### src/design/snfcs_pkg.sv
// Shared types and constants of the serial NOR flash command sequencer.
package snfcs_pkg;

  localparam int MODE_W     = 3;
  localparam int ADDR_W     = 25;
  localparam int LEN_W      = 26;
  localparam int BYTE_W     = 8;
  localparam int CAP_W      = 26;
  localparam int CFG_IDX_W  = 1;
  localparam int CFG_DATA_W = 26;

  localparam int MAX_RESULTS = 8;
  localparam int SLOT_IDX_W  = $clog2(MAX_RESULTS);
  localparam int SLOT_CNT_W  = SLOT_IDX_W + 1;
  localparam int QUEUE_DEPTH = 2;
  localparam int QPTR_W      = $clog2(QUEUE_DEPTH);
  localparam int QCNT_W      = QPTR_W + 1;

  localparam logic [CAP_W-1:0] CAP_MAX   = 26'h200_0000;
  localparam logic [CAP_W-1:0] CAP_RESET = 26'h100_0000;

  localparam int SECTOR_4K_BITS = 12;
  localparam int BLOCK_32K_BITS = 15;
  localparam int BLOCK_64K_BITS = 16;

  localparam logic [BYTE_W-1:0] CMD_WRITE_ENABLE = 8'h06;
  localparam logic [BYTE_W-1:0] CMD_PAGE_PROGRAM = 8'h02;
  localparam logic [BYTE_W-1:0] CMD_READ_STATUS  = 8'h05;
  localparam logic [BYTE_W-1:0] CMD_READ_DATA    = 8'h03;
  localparam logic [BYTE_W-1:0] CMD_ERASE_4K     = 8'h20;
  localparam logic [BYTE_W-1:0] CMD_ERASE_32K    = 8'h52;
  localparam logic [BYTE_W-1:0] CMD_ERASE_64K    = 8'hD8;
  localparam logic [BYTE_W-1:0] CMD_ERASE_CHIP   = 8'hC7;

  typedef enum logic [CFG_IDX_W-1:0] {
    CFG_ADDRESS_BYTES = 1'b0,
    CFG_CAPACITY      = 1'b1
  } cfg_idx_t;

  typedef enum logic [MODE_W-1:0] {
    MODE_READ       = 3'd0,
    MODE_WRITE      = 3'd1,
    MODE_ERASE_4K   = 3'd2,
    MODE_ERASE_32K  = 3'd3,
    MODE_ERASE_64K  = 3'd4,
    MODE_ERASE_CHIP = 3'd5,
    MODE_WRITE_BYTE = 3'd6,
    MODE_RECV_BYTE  = 3'd7
  } mode_t;

  typedef enum logic [2:0] {
    ACT_SEND    = 3'd0,
    ACT_RECV    = 3'd1,
    ACT_RELEASE = 3'd2,
    ACT_DATA    = 3'd3,
    ACT_DONE    = 3'd4
  } act_t;

  typedef struct packed {
    act_t              action;
    logic [BYTE_W-1:0] value;
  } slot_t;

  typedef struct packed {
    logic [SLOT_CNT_W-1:0]   count;
    slot_t [MAX_RESULTS-1:0] slot;
  } job_t;

  typedef struct packed {
    logic full;
    logic empty;
  } queue_stat_t;

endpackage

### src/design/snfcs_ifs.sv
// Request and result channel interfaces of the command sequencer.
interface snfcs_req_if;
  import snfcs_pkg::*;
  logic                valid;
  logic                ready;
  logic [MODE_W-1:0]   mode;
  logic [ADDR_W-1:0]   address;
  logic [LEN_W-1:0]    length;
  logic [BYTE_W-1:0]   write_byte;
  logic [BYTE_W-1:0]   received_byte;

  modport source (output valid, mode, address, length, write_byte, received_byte,
                  input ready);
  modport sink (input valid, mode, address, length, write_byte, received_byte,
                output ready);
endinterface

interface snfcs_res_if;
  import snfcs_pkg::*;
  logic              valid;
  logic              ready;
  logic [2:0]        action;
  logic [BYTE_W-1:0] byte_value;
  logic              last;

  modport source (output valid, action, byte_value, last, input ready);
  modport sink (input valid, action, byte_value, last, output ready);
endinterface

### src/design/serial_nor_flash_command_sequencer.sv
// Top level of the serial NOR flash command sequencer.
// Host-side sequencer for a serial NOR flash. Requests (read, write, erase) and the
// write and received bytes that follow them enter on in_req; SPI byte actions with
// select framing leave on out_res, one action per clock unless out_res stalls, the
// final action of each request flagged by last. The front end takes one request per
// clock while its two-entry queue has room and turns it into a list of up to eight
// actions; the back end drains that list through the output register at one action
// per clock while out_res.ready allows. PAGE_BYTES must be a power of two.
// Configuration is to be written through cfg_we, cfg_index and cfg_data only while
// no request is in flight; the user must keep to this, the block does not enforce it.
module serial_nor_flash_command_sequencer #(
  parameter int PAGE_BYTES = 256
) (
  input  logic                              clk,
  input  logic                              rst_n,
  snfcs_req_if.sink                         in_req,
  snfcs_res_if.source                       out_res,
  input  logic                              cfg_we,
  input  logic [snfcs_pkg::CFG_IDX_W-1:0]   cfg_index,
  input  logic [snfcs_pkg::CFG_DATA_W-1:0]  cfg_data
);
  import snfcs_pkg::*;

  logic        push;
  job_t        push_job;
  logic        pop;
  job_t        head;
  queue_stat_t q_stat;

  snfcs_front #(
    .PAGE_BYTES (PAGE_BYTES)
  ) u_front (
    .clk       (clk),
    .rst_n     (rst_n),
    .in_req    (in_req),
    .cfg_we    (cfg_we),
    .cfg_index (cfg_index),
    .cfg_data  (cfg_data),
    .q_stat    (q_stat),
    .push      (push),
    .push_job  (push_job)
  );

  snfcs_queue u_queue (
    .clk      (clk),
    .rst_n    (rst_n),
    .push     (push),
    .push_job (push_job),
    .pop      (pop),
    .head     (head),
    .stat     (q_stat)
  );

  snfcs_back u_back (
    .clk     (clk),
    .rst_n   (rst_n),
    .head    (head),
    .q_stat  (q_stat),
    .pop     (pop),
    .out_res (out_res)
  );

endmodule

### src/design/snfcs_front.sv
// Front end: takes requests, tracks the flash phase and builds each request's action list.
module snfcs_front #(
  parameter int PAGE_BYTES = 256
) (
  input  logic                                clk,
  input  logic                                rst_n,
  snfcs_req_if.sink                           in_req,
  input  logic                                cfg_we,
  input  logic [snfcs_pkg::CFG_IDX_W-1:0]     cfg_index,
  input  logic [snfcs_pkg::CFG_DATA_W-1:0]    cfg_data,
  input  snfcs_pkg::queue_stat_t              q_stat,
  output logic                                push,
  output snfcs_pkg::job_t                     push_job
);
  import snfcs_pkg::*;

  localparam int PAGE_AW = $clog2(PAGE_BYTES);

  typedef enum logic [4:0] {
    PH_IDLE       = 5'b00001,
    PH_READ       = 5'b00010,
    PH_WDATA      = 5'b00100,
    PH_POLL       = 5'b01000,
    PH_ERASE_WAIT = 5'b10000
  } phase_t;

  phase_t             phase_r, phase_nxt;
  logic [ADDR_W-1:0]  cur_r, cur_nxt;
  logic [LEN_W-1:0]   rem_r, rem_nxt;
  logic               addr4_r;
  logic [CAP_W-1:0]   cap_r;

  logic               accept;
  job_t               job_v;
  logic [CAP_W-1:0]   cap_eff;
  logic [LEN_W:0]     wend;
  logic [LEN_W:0]     wend_c;
  logic               wempty;
  logic [LEN_W-1:0]   wlen;
  logic [ADDR_W-1:0]  cur_inc;
  logic [LEN_W-1:0]   rem_dec;
  logic [ADDR_W-1:0]  erase_addr;

  function automatic job_t job_push(job_t j, act_t a, logic [BYTE_W-1:0] v);
    job_t r;
    r = j;
    r.slot[j.count[SLOT_IDX_W-1:0]] = '{action: a, value: v};
    r.count = j.count + SLOT_CNT_W'(1);
    return r;
  endfunction

  function automatic job_t job_addr(job_t j, logic [ADDR_W-1:0] a, logic four);
    job_t r;
    r = j;
    if (four) begin
      r = job_push(r, ACT_SEND, {7'b0, a[24]});
    end
    r = job_push(r, ACT_SEND, a[23:16]);
    r = job_push(r, ACT_SEND, a[15:8]);
    r = job_push(r, ACT_SEND, a[7:0]);
    return r;
  endfunction

  function automatic job_t job_page(job_t j, logic [ADDR_W-1:0] a, logic four);
    job_t r;
    r = job_push(j, ACT_SEND, CMD_WRITE_ENABLE);
    r = job_push(r, ACT_RELEASE, '0);
    r = job_push(r, ACT_SEND, CMD_PAGE_PROGRAM);
    r = job_addr(r, a, four);
    return r;
  endfunction

  assign in_req.ready = !q_stat.full;
  assign accept       = in_req.valid && in_req.ready;

  // clip the write window to the flash size
  assign cap_eff = (cap_r > CAP_MAX) ? CAP_MAX : cap_r;
  assign wend    = {1'b0, in_req.length} + {2'b0, in_req.address};
  assign wend_c  = (wend > {1'b0, cap_eff}) ? {1'b0, cap_eff} : wend;
  assign wempty  = {2'b0, in_req.address} >= wend_c;
  assign wlen    = LEN_W'(wend_c - {2'b0, in_req.address});

  assign cur_inc = cur_r + ADDR_W'(1);
  assign rem_dec = rem_r - LEN_W'(1);

  always_comb begin
    unique case (mode_t'(in_req.mode))
      MODE_ERASE_4K:  erase_addr = {in_req.address[ADDR_W-1:SECTOR_4K_BITS],
                                    SECTOR_4K_BITS'(0)};
      MODE_ERASE_32K: erase_addr = {in_req.address[ADDR_W-1:BLOCK_32K_BITS],
                                    BLOCK_32K_BITS'(0)};
      default:        erase_addr = {in_req.address[ADDR_W-1:BLOCK_64K_BITS],
                                    BLOCK_64K_BITS'(0)};
    endcase
  end

  always_comb begin
    phase_nxt = phase_r;
    cur_nxt   = cur_r;
    rem_nxt   = rem_r;
    job_v     = '0;
    unique case (phase_r)
      PH_IDLE: begin
        unique case (mode_t'(in_req.mode))
          MODE_READ: begin
            cur_nxt = in_req.address;
            job_v   = job_push(job_v, ACT_SEND, CMD_READ_DATA);
            job_v   = job_addr(job_v, in_req.address, addr4_r);
            if (in_req.length == '0) begin
              job_v   = job_push(job_v, ACT_RELEASE, '0);
              job_v   = job_push(job_v, ACT_DONE, '0);
              rem_nxt = '0;
            end else begin
              job_v     = job_push(job_v, ACT_RECV, '0);
              rem_nxt   = in_req.length;
              phase_nxt = PH_READ;
            end
          end
          MODE_WRITE: begin
            if (wempty) begin
              job_v   = job_push(job_v, ACT_DONE, '0);
              rem_nxt = '0;
            end else begin
              cur_nxt   = in_req.address;
              rem_nxt   = wlen;
              job_v     = job_page(job_v, in_req.address, addr4_r);
              phase_nxt = PH_WDATA;
            end
          end
          MODE_ERASE_4K, MODE_ERASE_32K, MODE_ERASE_64K: begin
            rem_nxt = '0;
            job_v   = job_push(job_v, ACT_SEND, CMD_WRITE_ENABLE);
            job_v   = job_push(job_v, ACT_RELEASE, '0);
            unique case (mode_t'(in_req.mode))
              MODE_ERASE_4K:  job_v = job_push(job_v, ACT_SEND, CMD_ERASE_4K);
              MODE_ERASE_32K: job_v = job_push(job_v, ACT_SEND, CMD_ERASE_32K);
              default:        job_v = job_push(job_v, ACT_SEND, CMD_ERASE_64K);
            endcase
            job_v     = job_addr(job_v, erase_addr, addr4_r);
            job_v     = job_push(job_v, ACT_RELEASE, '0);
            phase_nxt = PH_ERASE_WAIT;
          end
          MODE_ERASE_CHIP: begin
            rem_nxt   = '0;
            job_v     = job_push(job_v, ACT_SEND, CMD_WRITE_ENABLE);
            job_v     = job_push(job_v, ACT_RELEASE, '0);
            job_v     = job_push(job_v, ACT_SEND, CMD_ERASE_CHIP);
            job_v     = job_push(job_v, ACT_RELEASE, '0);
            phase_nxt = PH_ERASE_WAIT;
          end
          default: begin
            job_v = '0;
          end
        endcase
      end
      PH_READ: begin
        if (mode_t'(in_req.mode) == MODE_RECV_BYTE) begin
          job_v = job_push(job_v, ACT_DATA, in_req.received_byte);
          if (rem_dec != '0) begin
            job_v   = job_push(job_v, ACT_RECV, '0);
            rem_nxt = rem_dec;
          end else begin
            job_v     = job_push(job_v, ACT_RELEASE, '0);
            job_v     = job_push(job_v, ACT_DONE, '0);
            rem_nxt   = '0;
            phase_nxt = PH_IDLE;
          end
        end
      end
      PH_WDATA: begin
        if (mode_t'(in_req.mode) == MODE_WRITE_BYTE) begin
          job_v   = job_push(job_v, ACT_SEND, in_req.write_byte);
          rem_nxt = rem_dec;
          cur_nxt = cur_inc;
          // close the page at its edge or at the final byte
          if (cur_inc[PAGE_AW-1:0] == '0 || rem_dec == '0) begin
            job_v     = job_push(job_v, ACT_RELEASE, '0);
            job_v     = job_push(job_v, ACT_SEND, CMD_READ_STATUS);
            job_v     = job_push(job_v, ACT_RECV, '0);
            phase_nxt = PH_POLL;
          end
        end
      end
      PH_POLL: begin
        if (mode_t'(in_req.mode) == MODE_RECV_BYTE) begin
          job_v = job_push(job_v, ACT_RELEASE, '0);
          priority if (in_req.received_byte[0]) begin
            job_v = job_push(job_v, ACT_SEND, CMD_READ_STATUS);
            job_v = job_push(job_v, ACT_RECV, '0);
          end else if (rem_r != '0) begin
            job_v     = job_page(job_v, cur_r, addr4_r);
            phase_nxt = PH_WDATA;
          end else begin
            job_v     = job_push(job_v, ACT_DONE, '0);
            rem_nxt   = '0;
            phase_nxt = PH_IDLE;
          end
        end
      end
      PH_ERASE_WAIT: begin
        if (mode_t'(in_req.mode) == MODE_RECV_BYTE) begin
          job_v     = job_push(job_v, ACT_SEND, CMD_READ_STATUS);
          job_v     = job_push(job_v, ACT_RECV, '0);
          phase_nxt = PH_POLL;
        end
      end
      default: begin
        phase_nxt = PH_IDLE;
      end
    endcase
  end

  assign push     = accept && (job_v.count != '0);
  assign push_job = job_v;

  always_ff @(posedge clk) begin
    if (!rst_n) begin
      phase_r <= PH_IDLE;
      cur_r   <= '0;
      rem_r   <= '0;
    end else if (accept) begin
      phase_r <= phase_nxt;
      cur_r   <= cur_nxt;
      rem_r   <= rem_nxt;
    end
  end

  always_ff @(posedge clk) begin
    if (!rst_n) begin
      addr4_r <= 1'b0;
      cap_r   <= CAP_RESET;
    end else if (cfg_we) begin
      unique case (cfg_idx_t'(cfg_index))
        CFG_ADDRESS_BYTES: addr4_r <= cfg_data[2];
        CFG_CAPACITY:      cap_r   <= cfg_data[CAP_W-1:0];
        default:           cap_r   <= cap_r;
      endcase
    end
  end

endmodule

### src/design/snfcs_queue.sv
// Two-entry queue of action lists between the front and back ends.
module snfcs_queue (
  input  logic                   clk,
  input  logic                   rst_n,
  input  logic                   push,
  input  snfcs_pkg::job_t        push_job,
  input  logic                   pop,
  output snfcs_pkg::job_t        head,
  output snfcs_pkg::queue_stat_t stat
);
  import snfcs_pkg::*;

  job_t              mem_r [QUEUE_DEPTH];
  logic [QPTR_W-1:0] wr_ptr_r;
  logic [QPTR_W-1:0] rd_ptr_r;
  logic [QCNT_W-1:0] count_r, count_nxt;

  assign stat.full  = (count_r == QCNT_W'(QUEUE_DEPTH));
  assign stat.empty = (count_r == '0);
  assign head       = mem_r[rd_ptr_r];

  always_comb begin
    unique case ({push, pop})
      2'b10:   count_nxt = count_r + QCNT_W'(1);
      2'b01:   count_nxt = count_r - QCNT_W'(1);
      default: count_nxt = count_r;
    endcase
  end

  always_ff @(posedge clk) begin
    if (push) begin
      mem_r[wr_ptr_r] <= push_job;
    end
  end

  always_ff @(posedge clk) begin
    if (!rst_n) begin
      wr_ptr_r <= '0;
      rd_ptr_r <= '0;
      count_r  <= '0;
    end else begin
      count_r <= count_nxt;
      if (push) begin
        wr_ptr_r <= wr_ptr_r + QPTR_W'(1);
      end
      if (pop) begin
        rd_ptr_r <= rd_ptr_r + QPTR_W'(1);
      end
    end
  end

  a_no_push_full : assert property (@(posedge clk) disable iff (!rst_n)
    push |-> !stat.full)
    else $error("push into full queue");

  a_no_pop_empty : assert property (@(posedge clk) disable iff (!rst_n)
    pop |-> !stat.empty)
    else $error("pop from empty queue");

  a_head_nonempty : assert property (@(posedge clk) disable iff (!rst_n)
    !stat.empty |-> head.count != '0)
    else $error("queued action list is empty");

endmodule

### src/design/snfcs_back.sv
// Back end: plays queued action lists into output register, one per clock unless stalled.
module snfcs_back (
  input  logic                   clk,
  input  logic                   rst_n,
  input  snfcs_pkg::job_t        head,
  input  snfcs_pkg::queue_stat_t q_stat,
  output logic                   pop,
  snfcs_res_if.source            out_res
);
  import snfcs_pkg::*;

  logic [SLOT_IDX_W-1:0] idx_r, idx_nxt;
  logic                  out_valid_r, out_valid_nxt;
  act_t                  out_action_r;
  logic [BYTE_W-1:0]     out_value_r;
  logic                  out_last_r;

  logic  load;
  logic  last_now;
  slot_t cur_slot;

  assign load     = !q_stat.empty && (!out_valid_r || out_res.ready);
  assign cur_slot = head.slot[idx_r];
  assign last_now = ({1'b0, idx_r} + SLOT_CNT_W'(1)) == head.count;
  assign pop      = load && last_now;

  always_comb begin
    idx_nxt       = idx_r;
    out_valid_nxt = out_valid_r;
    if (load) begin
      idx_nxt       = last_now ? '0 : idx_r + SLOT_IDX_W'(1);
      out_valid_nxt = 1'b1;
    end else if (out_res.ready) begin
      out_valid_nxt = 1'b0;
    end
  end

  always_ff @(posedge clk) begin
    if (!rst_n) begin
      idx_r       <= '0;
      out_valid_r <= 1'b0;
    end else begin
      idx_r       <= idx_nxt;
      out_valid_r <= out_valid_nxt;
    end
  end

  always_ff @(posedge clk) begin
    if (load) begin
      out_action_r <= cur_slot.action;
      out_value_r  <= cur_slot.value;
      out_last_r   <= last_now;
    end
  end

  assign out_res.valid      = out_valid_r;
  assign out_res.action     = out_action_r;
  assign out_res.byte_value = out_value_r;
  assign out_res.last       = out_last_r;

endmodule
### src/flat_wrapper.sv
// flat-port wrapper written by rule: the top's interface ports become plain ports
module serial_nor_flash_command_sequencer_flat import snfcs_pkg::*;
#(
  parameter int PAGE_BYTES = 256
)
  (clk, rst_n, cfg_we, cfg_index, cfg_data, in_req_valid, in_req_mode, in_req_address, in_req_length, in_req_write_byte, in_req_received_byte, in_req_ready, out_res_valid, out_res_action, out_res_byte_value, out_res_last, out_res_ready);
  snfcs_req_if in_req_i ();
  snfcs_res_if out_res_i ();
  input  logic clk;
  input  logic rst_n;
  input  logic cfg_we;
  input  logic [snfcs_pkg::CFG_IDX_W-1:0] cfg_index;
  input  logic [snfcs_pkg::CFG_DATA_W-1:0] cfg_data;
  input wire logic [$bits(in_req_i.valid)-1:0] in_req_valid;
  input wire logic [$bits(in_req_i.mode)-1:0] in_req_mode;
  input wire logic [$bits(in_req_i.address)-1:0] in_req_address;
  input wire logic [$bits(in_req_i.length)-1:0] in_req_length;
  input wire logic [$bits(in_req_i.write_byte)-1:0] in_req_write_byte;
  input wire logic [$bits(in_req_i.received_byte)-1:0] in_req_received_byte;
  output wire logic [$bits(in_req_i.ready)-1:0] in_req_ready;
  output wire logic [$bits(out_res_i.valid)-1:0] out_res_valid;
  output wire logic [$bits(out_res_i.action)-1:0] out_res_action;
  output wire logic [$bits(out_res_i.byte_value)-1:0] out_res_byte_value;
  output wire logic [$bits(out_res_i.last)-1:0] out_res_last;
  input wire logic [$bits(out_res_i.ready)-1:0] out_res_ready;
  assign in_req_i.valid = in_req_valid;
  assign in_req_i.mode = in_req_mode;
  assign in_req_i.address = in_req_address;
  assign in_req_i.length = in_req_length;
  assign in_req_i.write_byte = in_req_write_byte;
  assign in_req_i.received_byte = in_req_received_byte;
  assign in_req_ready = in_req_i.ready;
  assign out_res_valid = out_res_i.valid;
  assign out_res_action = out_res_i.action;
  assign out_res_byte_value = out_res_i.byte_value;
  assign out_res_last = out_res_i.last;
  assign out_res_i.ready = out_res_ready;
  serial_nor_flash_command_sequencer #(.PAGE_BYTES(PAGE_BYTES)) u_core (.clk(clk), .rst_n(rst_n), .in_req(in_req_i), .out_res(out_res_i), .cfg_we(cfg_we), .cfg_index(cfg_index), .cfg_data(cfg_data));
endmodule
### config.mk
export PLATFORM = sky130hd
export DESIGN_NAME = serial_nor_flash_command_sequencer_flat
export DESIGN_NICKNAME = d
export VERILOG_FILES = /design/src/design/snfcs_pkg.sv /design/src/design/snfcs_ifs.sv /design/src/design/serial_nor_flash_command_sequencer.sv /design/src/design/snfcs_front.sv /design/src/design/snfcs_queue.sv /design/src/design/snfcs_back.sv /design/src/flat_wrapper.sv
export SDC_FILE = /design/constraint.sdc
export NUM_CORES = 1
export LEC_CHECK = 0
export BUFFER_PORTS_ARGS = -buffer_cell sky130_fd_sc_hd__buf_2
export CELL_PAD_IN_SITES_DETAIL_PLACEMENT = 1
export CELL_PAD_IN_SITES_GLOBAL_PLACEMENT = 1
export CORE_ASPECT_RATIO = 0.7
export CORE_MARGIN = 1.5
export CORE_UTILIZATION = 50
export CTS_BUF_LIST = sky130_fd_sc_hd__clkbuf_8
export CTS_CLUSTER_DIAMETER = 60
export CTS_CLUSTER_SIZE = 24
export DETAILED_ROUTE_END_ITERATION = 8
export GPL_TIMING_DRIVEN = 0
export PLACE_DENSITY_LB_ADDON = 0.1
export SYNTH_ARGS = -nofsm -noshare
export SYNTH_HDL_FRONTEND = slang
export SYNTH_SLANG_ARGS = --single-unit
### constraint.sdc
create_clock -name clk -period 18.6 [get_ports clk]
set_clock_uncertainty 0.1 [all_clocks]
set_input_delay 3.72 -clock clk [delete_from_list [all_inputs] [get_ports clk]]
set_output_delay 3.72 -clock clk [all_outputs]
set_load 0.02 [all_outputs]
==> impl_metrics.json, run 1 <==
{
  "status": "finished, violations left",
  "path_depth": 38,
  "synth_top_area_share_pct": 30.1,
  "tightest_slew_ns": 1.59,
  "dr.pass1.iters": 8,
  "final_util_pct": 56.1,
  "gp_congestion": 0.982,
  "drt-met1-wl_mm": 31.3,
  "multi_input_area_sq_um": 10200,
  "ys_seq_elements": 274,
  "die_w_microns": 231,
  "drcViolationCount": 0,
  "rsz0062_at_grt": "no",
  "worstPathArrival_ns": 15.38,
  "wl_mm": 73.6,
  "syn-num-nets": 2133,
  "synth_area_sq_um": 18200,
  "hold_end": "u_core.u_front.cap_r[9]",
  "hp-start": "u_core.u_front.cap_r[9]",
  "die-height_microns": 163,
  "grt_max_degree": 33,
  "r2r_slack_ns": 7.64,
  "setup_ws_ns": 3.46,
  "seq_area_sq_um": 7310,
  "cap_violations": 1,
  "htreeDepth": 1,
  "routed.top_layer": "met5",
  "hpwl_mm": 57.6,
  "cts_hold_buf": 0,
  "cts-root-buf": "clkbuf_8",
  "synth-seq-area-share_pct": 40.2,
  "finalSetupViolations": 0,
  "async_flop_share_pct": 0,
  "clk_pin_slew_ns": 0.11,
  "clock-sinks": 274,
  "dr_wl_met3_mm": 8.79,
  "io_pins": 116,
  "ys.flop_type": "edfxtp_1",
  "drive_gt1_share_pct": 11.8,
  "dpl_worst_slack_ns": 3.38,
  "end_kind": "flop",
  "yosysWarnings": 0,
  "core_sq_um": 35800,
  "r2r_cells": 29,
  "yosysTopAreaCell": "edfxtp_1",
  "hold_violations": 0,
  "numPortBuffers": 115,
  "start_util_pct": 50.7,
  "dr_wl_met2_mm": 31.1,
  "r2r-start": "u_core.u_front.cap_r[3]",
  "startpoint_type": "input port",
  "power_density_nw_per_um2": 119,
  "relSlewSlack_pct": -7.09,
  "synth_edf_count": 182,
  "synth_common_cells": "216 x nand2_1, 182 x edfxtp_1, 174 x o21ai_0",
  "finalCriticalPeriod_ns": 15.14,
  "wl_per_cell_microns": 28.8,
  "n_fill_cell": 4211,
  "vias_per_cell": 6.79,
  "crit_required_ns": 18.84,
  "rows": 58,
  "crit_family": "compound AO/OA/AOI/OAI gates",
  "area_delta_synth_final_pct": 10.7,
  "die-area_sq_um": 37500,
  "grt.total_usage_pct": 38.7,
  "cp_max_fo": 32,
  "min-delay-path-class": "flop to flop",
  "postRouteAntennaNets": 0,
  "synth_most_common_cell": "nand2_1",
  "r2r-end": "u_core.u_queue.mem_r[0][80]",
  "post_cts_resized": 0,
  "critPathMaxStageDelay_ns": 0.91,
  "grt_pass1_vias": 17100,
  "cts_setup_buffers": 0,
  "slew_violations": 9,
  "grt_pass1_wl_mm": 108,
  "synthCells": 1913,
  "fin_crit_sh_pct": 81.4,
  "path_class": "input port to flop",
  "max_clock_freq_mhz": 66.1,
  "cts_inserted_buffers": 25,
  "gr-total-overflow": 0,
  "final_nets": 2280,
  "yosysUniqueCellTypes": 84,
  "antenna_cells": 0,
  "antenna_found_initial": 2,
  "insertion_delay_ns": 0.65,
  "ir_drop_mv": 0.0804,
  "drt_iter0_drc": 2563,
  "hold_depth": 2,
  "violations": "capacitance limit, slew limit",
  "synth_area_leaders": "edfxtp_1 30%, dfxtp_1 10%, ha_1 8.0%, mux4_2 5.8%, o21ai_0 4.8%",
  "clockBufferDepth": 3,
  "cp_slowest_cell": "a211oi_2",
  "leakage_nw": 7.65,
  "cts_tree": "yes",
  "vias": 17400,
  "worst-path-buf-inv": 6,
  "syn_avg_cell_area_sq_um": 9.51
}
## cell families after synthesis
family / after synthesis / synth area share [%]
compound gates: 560 / 20.0
xor+xnor: 58 / 2.79
fa+ha+maj: 118 / 8.20
buf+inv: 194 / 4.07
flops: 274 / 40.2
mux: 88 / 8.12
simple gates: 621 / 16.7
## area by class of cell
cell class                 instances  area share (%)
tap                              480            2.98
multi-input combinational       1445            50.5
timing repair buffer             120            3.33
buffer                           105            2.01
clock inverter                    20            1.45
inverter                          89            1.66
clock buffer                      26            1.78
sequential                       274            36.3
## tightest hold or removal path, cell delays in order, from the launching register on
cell	delay [ns]
dfxtp_1	0.34
nand2_1	0.05
a21boi_0	0.06
## metal layers
layer	GRT usage, %	vias up
li1	-	7457
met1	55.9	8660
met2	57.3	1049
met3	9.66	211
met4	10.6	4
met5	0	-
## registers in the layout (all words and copies together), names as in the netlist, named ones only
signal and flops:
u_core.u_queue.mem_r 170, u_core.u_front.cap_r 26, u_core.u_front.rem_r 26, u_core.u_front.cur_r 25
u_core.u_back.out_res.byte_value 8, u_core.u_front.phase_r 5, u_core.u_back.idx_r 3, u_core.u_back.out_res.action 3
u_core.u_queue.count_r 2, u_core.u_back.out_res.last 1, u_core.u_back.out_res.valid 1, u_core.u_front.addr4_r 1
u_core.u_queue.rd_ptr_r 1, u_core.u_queue.wr_ptr_r 1
## power breakdown
group | internal, mW | leakage, nW | switching, mW
sequential | 0.767 | 2.44 | 0.0578
clock | 0.184 | 0.324 | 0.285
combinational | 0.384 | 4.88 | 0.721
## cells in the final DEF (no fill, tap or decap), types with 47 or more instances in the layout
master | netlist | layout
ha_1 | 116 | 116
buf_2 | 3 | 118
a21oi_1 | 107 | 107
clkbuf_1 | 95 | 95
edfxtp_1 | 182 | 182
o21ai_0 | 174 | 174
mux4_2 | 47 | 47
nand2_1 | 216 | 216
dfxtp_1 | 92 | 92
nor2_1 | 124 | 121
inv_1 | 87 | 89
nor3_1 | 52 | 52
## stage by stage
stage | total power, mW | hold WS, ns | instance area, sq um | setup TNS, ns | cells
4_1_cts | 2.36 | 0.396 | 20100 | 0 | 2559
3_5_place_dp | 1.90 | 0.381 | 19500 | 0 | 2513
3_3_place_gp | 1.85 | 0.372 | 19400 | -247.06 | 2508
5_1_grt | 2.50 | 0.414 | 20100 | 0 | 2559
2_1_floorplan | 1.54 | 0.352 | 18200 | 0 | 1913
6_report | 2.40 | 0.394 | 20100 | 0 | 2559
## how the worst max path moves through the flow
stage                                   from                          end  slack (ns)
after global routing      in_req_address[14]  u_core.u_queue.mem_r[0][56]        2.94
final                     in_req_address[14]  u_core.u_queue.mem_r[0][80]        3.46
after CTS                 in_req_address[14]  u_core.u_queue.mem_r[0][80]        3.97
after floorplan            in_req_length[14]   u_core.u_queue.mem_r[0][0]        3.65
after global placement    in_req_address[14]  u_core.u_queue.mem_r[0][68]       -1.49
after detailed placement  in_req_address[14]  u_core.u_queue.mem_r[0][71]        3.38
No activity file was read; power rests on OpenSTA's default activity.
==> run 2: changes to the inputs <==
--- a/config.mk
+++ b/config.mk
@@ -5,12 +5,13 @@
 export SDC_FILE = /design/constraint.sdc
 export NUM_CORES = 1
 export LEC_CHECK = 0
+export ABC_AREA = 1
 export BUFFER_PORTS_ARGS = -buffer_cell sky130_fd_sc_hd__buf_2
 export CELL_PAD_IN_SITES_DETAIL_PLACEMENT = 1
 export CELL_PAD_IN_SITES_GLOBAL_PLACEMENT = 1
 export CORE_ASPECT_RATIO = 0.7
 export CORE_MARGIN = 1.5
-export CORE_UTILIZATION = 50
+export CORE_UTILIZATION = 43
 export CTS_BUF_LIST = sky130_fd_sc_hd__clkbuf_8
 export CTS_CLUSTER_DIAMETER = 60
 export CTS_CLUSTER_SIZE = 24
==> constraint.sdc (replaced) <==
create_clock -name clk -period 12.25 [get_ports clk]
set_clock_uncertainty 0.1 [all_clocks]
set_input_delay 2.45 -clock clk [delete_from_list [all_inputs] [get_ports clk]]
set_output_delay 2.45 -clock clk [all_outputs]
set_load 0.02 [all_outputs]
==> run 2 against run 1 <==
  * The flow now finishes without violations
  * Cell count increased by 23%
  * Global-route usage is 4.3 points lower
  * Utilization shrank 7.7 points
  * Synthesized cell count is 27% higher
  * Cell area up 2.2%
  * First-iteration DRC count decreased by 24%
  * Die area up 19%
  * Wire length rose by 4.8%
  * Combinational power grew 110%
  * Largest power group unchanged
  * Sequential share of layout area is 0.78 points lower
==> impl_metrics.json, run 2 <==
{
  "cts_hold_buf": 0,
  "cap_violations": 0,
  "gr-total-overflow": 0,
  "finalCriticalPeriod_ns": 10.50,
  "path_class": "input port to flop",
  "whs_ns": 0.385,
  "fin_crit_sh_pct": 85.7,
  "startpoint_type": "input port",
  "r2r_cells": 43,
  "yosysUniqueCellTypes": 61,
  "yosysWarnings": 0,
  "r2r-start": "u_core.u_front.cap_r[13]",
  "cp_max_fo": 32,
  "hpwl_mm": 62.8,
  "post-place-cells": 3107,
  "hold_depth": 2,
  "min-delay-path-class": "flop to flop",
  "power_density_nw_per_um2": 211,
  "postRouteAntennaNets": 0,
  "wl_per_cell_microns": 24.5,
  "numPortBuffers": 115,
  "synth_edf_count": 182,
  "ys_seq_elements": 274,
  "synthCells": 2436,
  "vias": 18500,
  "hp-start": "u_core.u_front.rem_r[22]",
  "grt_max_degree": 64,
  "grt_pass1_wl_mm": 114,
  "clockBufferDepth": 3,
  "cp-startpoint": "in_req_address[0]",
  "gp_congestion": 1.02,
  "finalSetupViolations": 0,
  "clk_pin_slew_ns": 0.11,
  "post_dp_cell_area_sq_um": 20000,
  "syn-num-nets": 2656,
  "worstPathArrival_ns": 10.71,
  "leakage_nw": 8.47,
  "final_common_cell": "nand2_1",
  "synth_area_leaders": "edfxtp_1 29%, dfxtp_1 9.9%, nand2_1 9.7%, ha_1 7.8%, o21ai_0 6.5%",
  "slew_violations": 0,
  "final_cell_mix": "481 x nand2_1, 268 x inv_1, 253 x nor2_1, 243 x o21ai_0, 189 x a21oi_1",
  "dpl_worst_slack_ns": 1.28,
  "post_cts_resized": 0,
  "reg_top3": "u_core.u_queue.mem_r: 170 flops, u_core.u_front.cap_r: 26 flops, u_core.u_front.rem_r: 26 flops",
  "max_clock_freq_mhz": 95.3,
  "hold_violations": 0,
  "area_delta_synth_final_pct": 10.6,
  "insertion_delay_ns": 0.62,
  "die-height_microns": 177,
  "synth_area_sq_um": 18600,
  "final_nets": 2801,
  "async_flop_share_pct": 0,
  "cts_inserted_buffers": 24,
  "cts_setup_buffers": 0,
  "antenna_cells": 0,
  "fin_area_sq_um": 20600,
  "relSlewSlack_pct": 18.9,
  "die_w_microns": 252,
  "vias_per_cell": 5.87,
  "io_pins": 116,
  "ir_drop_mv": 0.145,
  "dr.pass1.iters": 5,
  "rows": 63,
  "regMostFlops": "u_core.u_queue.mem_r",
  "rsz0062_at_grt": "no",
  "cp_slowest_cell": "nor2_4",
  "syn_avg_cell_area_sq_um": 7.64,
  "critPathMaxStageDelay_ns": 0.64,
  "grt_pass1_vias": 18300,
  "wl_mm": 77.1,
  "end_kind": "flop",
  "setup_ws_ns": 1.75,
  "r2r_slack_ns": 4.21,
  "synth_common_cells": "481 x nand2_1, 269 x inv_1, 254 x nor2_1",
  "start_util_pct": 43.8,
  "status": "complete, no violations",
  "cts-root-buf": "clkbuf_8",
  "synth_top_area_share_pct": 29.4,
  "synth-seq-area-share_pct": 39.3,
  "crit_required_ns": 12.47,
  "largest_register_ffs": 170,
  "drt_iter0_drc": 1936,
  "htreeDepth": 1,
  "tightest_slew_ns": 1.21,
  "ys.flop_type": "edfxtp_1",
  "clock-sinks": 274,
  "crit_top_cell": "nand2_1",
  "drive_gt1_share_pct": 8.66,
  "n_fill_cell": 5377,
  "die-area_sq_um": 44500,
  "yosysTopAreaCell": "edfxtp_1",
  "core_sq_um": 42500,
  "synth_most_common_cell": "nand2_1",
  "grt.total_usage_pct": 34.4,
  "cts_tree": "yes",
  "antenna_found_initial": 1,
  "fin_cells": 3151,
  "drcViolationCount": 0
}
-- run 2: per-stage QoR --
stage,utilization [%],TNS (ns),power (mW)
after CTS,48.4,0,4.30
after global routing,48.4,0,4.62
after global placement,46.8,-264.06,3.56
after floorplan,-,0,2.86
final,48.4,0,4.34
after detailed placement,47.0,0,3.63
-- run 2: final timing paths --
kind | to
hold / removal | u_core.u_front.rem_r[22]
hold reg to reg | u_core.u_front.rem_r[22]
setup / recovery | u_core.u_queue.mem_r[0][45]
setup reg to reg | u_core.u_queue.mem_r[0][45]
-- run 2: layout make-up --
cell class                      instances  area [sq um]  area share (%)
Clock buffer                           25           344            1.67
Buffer                                 96           404            1.96
Clock inverter                         19           263            1.28
Inverter                              282          1060            5.16
Sequential cell                       274          7310            35.5
Tap cell                              552           691            3.36
Timing Repair Buffer                  119           658            3.20
Multi-Input combinational cell       1784          9840            47.8
-- run 2: worst max-delay path, delay by kind of cell --
kind / cells / cell delay, ns
and+or+nand+nor: 25 / 3.06
AOI/OAI and AO/OA: 11 / 1.92
adders and majority gates: 4 / 1.49
buffers and inverters: 8 / 1.74
-- run 2: cell families after synthesis --
logic type                 count (synthesis)  synth area share (%)
and+or+nand+nor                          979                  22.5
AOI/OAI and AO/OA                        610                  18.6
adders and majority gates                118                  8.02
DFF                                      274                  39.3
muxes                                      1                0.0538
buffers and inverters                    378                  7.86
xor gates and xnor gates                  76                  3.62
-- run 2: routing by layer --
layer	vias up	GRT usage (%)	wire length, microns
met5	-	0	0
met4	0	7.56	1640
met3	80	8.96	7760
met2	739	48.0	30400
met1	9058	52.3	37200
li1	8625	-	-
-- run 2: where the power goes --
part	internal, mW	switching (mW)
Clock	0.267	0.396
Sequential	1.27	0.140
Combinational	0.654	1.62
==> run 3: changes to the inputs <==
==> constraint.sdc (replaced) <==
create_clock -name clk -period 8.5 [get_ports clk]
set_clock_uncertainty 0.1 [all_clocks]
set_input_delay 1.7 -clock clk [delete_from_list [all_inputs] [get_ports clk]]
set_output_delay 1.7 -clock clk [all_outputs]
set_load 0.02 [all_outputs]
==> run 3 against run 2 <==
  * Cell area grew 2.7%
  * Hold slack gained 0.00072 ns
  * Flip-flop and latch count is the same
  * Clock power grew 32%
  * Global-route usage grew 1.4 points
  * Critical path type unchanged
  * Critical endpoint is now u_core.u_queue.mem_r[1][56]
  * Highest routed layer is now met5
==> impl_metrics.json, run 3 (synthesized netlist as in run 2, its figures left out) <==
{
  "die_w_microns": 252,
  "postRouteAntennaNets": 0,
  "grt.total_usage_pct": 35.8,
  "die-height_microns": 177,
  "finalCriticalPeriod_ns": 8.15,
  "largest_register_ffs": 170,
  "crit_top_cell": "nand2_1",
  "fin_tns_setup_ns": 0,
  "clockBufferDepth": 3,
  "ir_drop_mv": 0.260,
  "leakage_nw": 8.65,
  "cts_tree": "yes",
  "final_cell_mix": "477 x nand2_1, 270 x inv_1, 250 x nor2_1, 220 x o21ai_0, 184 x a21oi_1",
  "grt_pass1_vias": 19100,
  "start_util_pct": 43.8,
  "dr.pass1.iters": 5,
  "hpwl_mm": 64.4,
  "antenna_found_initial": 3,
  "critPathMaxStageDelay_ns": 0.56,
  "power_density_nw_per_um2": 302,
  "crit_family": "simple AND/OR/NAND/NOR gates",
  "die-area_sq_um": 44500,
  "wl_mm": 80.9,
  "worst-path-buf-inv": 8,
  "finalSetupViolations": 0,
  "gr-total-overflow": 0,
  "worstPathArrival_ns": 8.40,
  "tightest_slew_ns": 1.28,
  "relSlewSlack_pct": 14.1,
  "clk_pin_slew_ns": 0.12,
  "cp_max_fo": 29,
  "area_delta_synth_final_pct": 13.6,
  "startpoint_type": "input port",
  "regMostFlops": "u_core.u_queue.mem_r",
  "numPortBuffers": 115,
  "final_nets": 2824,
  "rows": 63,
  "seq_area_sq_um": 7310,
  "gp_congestion": 0.958,
  "clock-sinks": 274,
  "crit_required_ns": 8.74,
  "max_clock_freq_mhz": 123,
  "vias": 19200,
  "core_sq_um": 42500,
  "min-delay-path-class": "flop to flop",
  "dpl_worst_slack_ns": -1.54,
  "cts-root-buf": "clkbuf_8",
  "path_class": "input port to flop",
  "drt_iter0_drc": 2120,
  "n_fill_cell": 5362,
  "insertion_delay_ns": 0.64,
  "drive_gt1_share_pct": 11.7,
  "vias_per_cell": 6.04,
  "cts_inserted_buffers": 24,
  "status": "complete, no violations",
  "final_util_pct": 49.7,
  "final_common_cell": "nand2_1",
  "wl_per_cell_microns": 25.5,
  "grt_max_degree": 55,
  "end_kind": "flop",
  "hold_violations": 0,
  "multi_input_area_sq_um": 10200,
  "fin_crit_sh_pct": 95.9,
  "cap_violations": 0,
  "grt_pass1_wl_mm": 119,
  "htreeDepth": 1,
  "reg_top3": "u_core.u_queue.mem_r: 170 flops, u_core.u_front.cap_r: 26 flops, u_core.u_front.rem_r: 26 flops",
  "drcViolationCount": 0,
  "fin_total_pwr_mw": 6.39,
  "io_pins": 116,
  "slew_violations": 0,
  "cp_slowest_cell": "o21ai_0",
  "setup_ws_ns": 0.345
}
[run 3: changes by cell type in the layout (fill, tap and decap cells not counted), sizes merged]
cell,delta
bufinv,-2
clkbuf,+1
clkinv,+3
diode,+1
inv,-1
bufbuf,+1
buf,+20
[run 3: final timing paths]
check | startpoint | end | slack, ns | depth (start not counted)
setup / recovery | in_req_address[5] | u_core.u_queue.mem_r[1][56] | 0.35 | 47
hold / removal | u_core.u_front.cap_r[13] | u_core.u_front.cap_r[13] | 0.39 | 2
setup reg to reg | u_core.u_front.cap_r[4] | u_core.u_queue.mem_r[0][2] | 1.69 | 36
hold reg to reg | u_core.u_front.cap_r[13] | u_core.u_front.cap_r[13] | 0.39 | 2
[run 3: report_power, final]
group          internal (mW)  leakage, nW  switching, mW
Clock                  0.318        0.281          0.558
Combinational           1.05         5.94           2.42
Sequential              1.83         2.43          0.207
Total                   3.20         8.65           3.18
[run 3: timing repair]
item / in CTS / in global routing
pin swaps: 13 / 9
gates cloned: 2 / 2
hold buffers: 0 / 0
resized for setup: 40 / 68
buffers inserted: 13 / 5
endpoints found under the setup margin: 195 / 284
[run 3: metal layers]
metal  track usage [%]  routed length, microns  share of wire (%)
met1              52.1                   37400                 46
met2              51.7                   32700                 40
met3              10.7                    8850                 11
met4              7.83                    1970                2.4
met5                 0                      13              0.016
[run 3: layout make-up]
type / instances / area share, %
multi-input cells: 1784 / 48.1
plain buffers: 96 / 2.09
clock buffers: 25 / 1.63
flip-flops and latches: 274 / 34.6
well taps: 552 / 3.27
repair buffers: 141 / 4.31
repair inverters: 1 / 0.0237
diodes: 1 / 0.0118
inverters: 282 / 5.03
clock inverters: 18 / 0.936
[run 3: stage by stage]
| stage | hold WS (ns) | std cells | area [sq um] |
|---|---|---|---|
| global placement | 0.357 | 3103 | 19900 |
| finish | 0.386 | 3174 | 21100 |
| CTS | 0.388 | 3166 | 20700 |
| detailed placement | 0.368 | 3109 | 20000 |
| global route | 0.413 | 3173 | 21100 |
| floorplan | 0.343 | 2436 | 18600 |
[run 3: worst reg2reg max path, delay by kind of cell (launching register included)]
family / cells / cell delay [ns]
AOI/OAI and AO/OA: 3 / 0.46
adders and majority gates: 2 / 0.86
buffers and inverters: 5 / 0.96
and+or+nand+nor: 26 / 3.81
DFF: 1 / 0.35
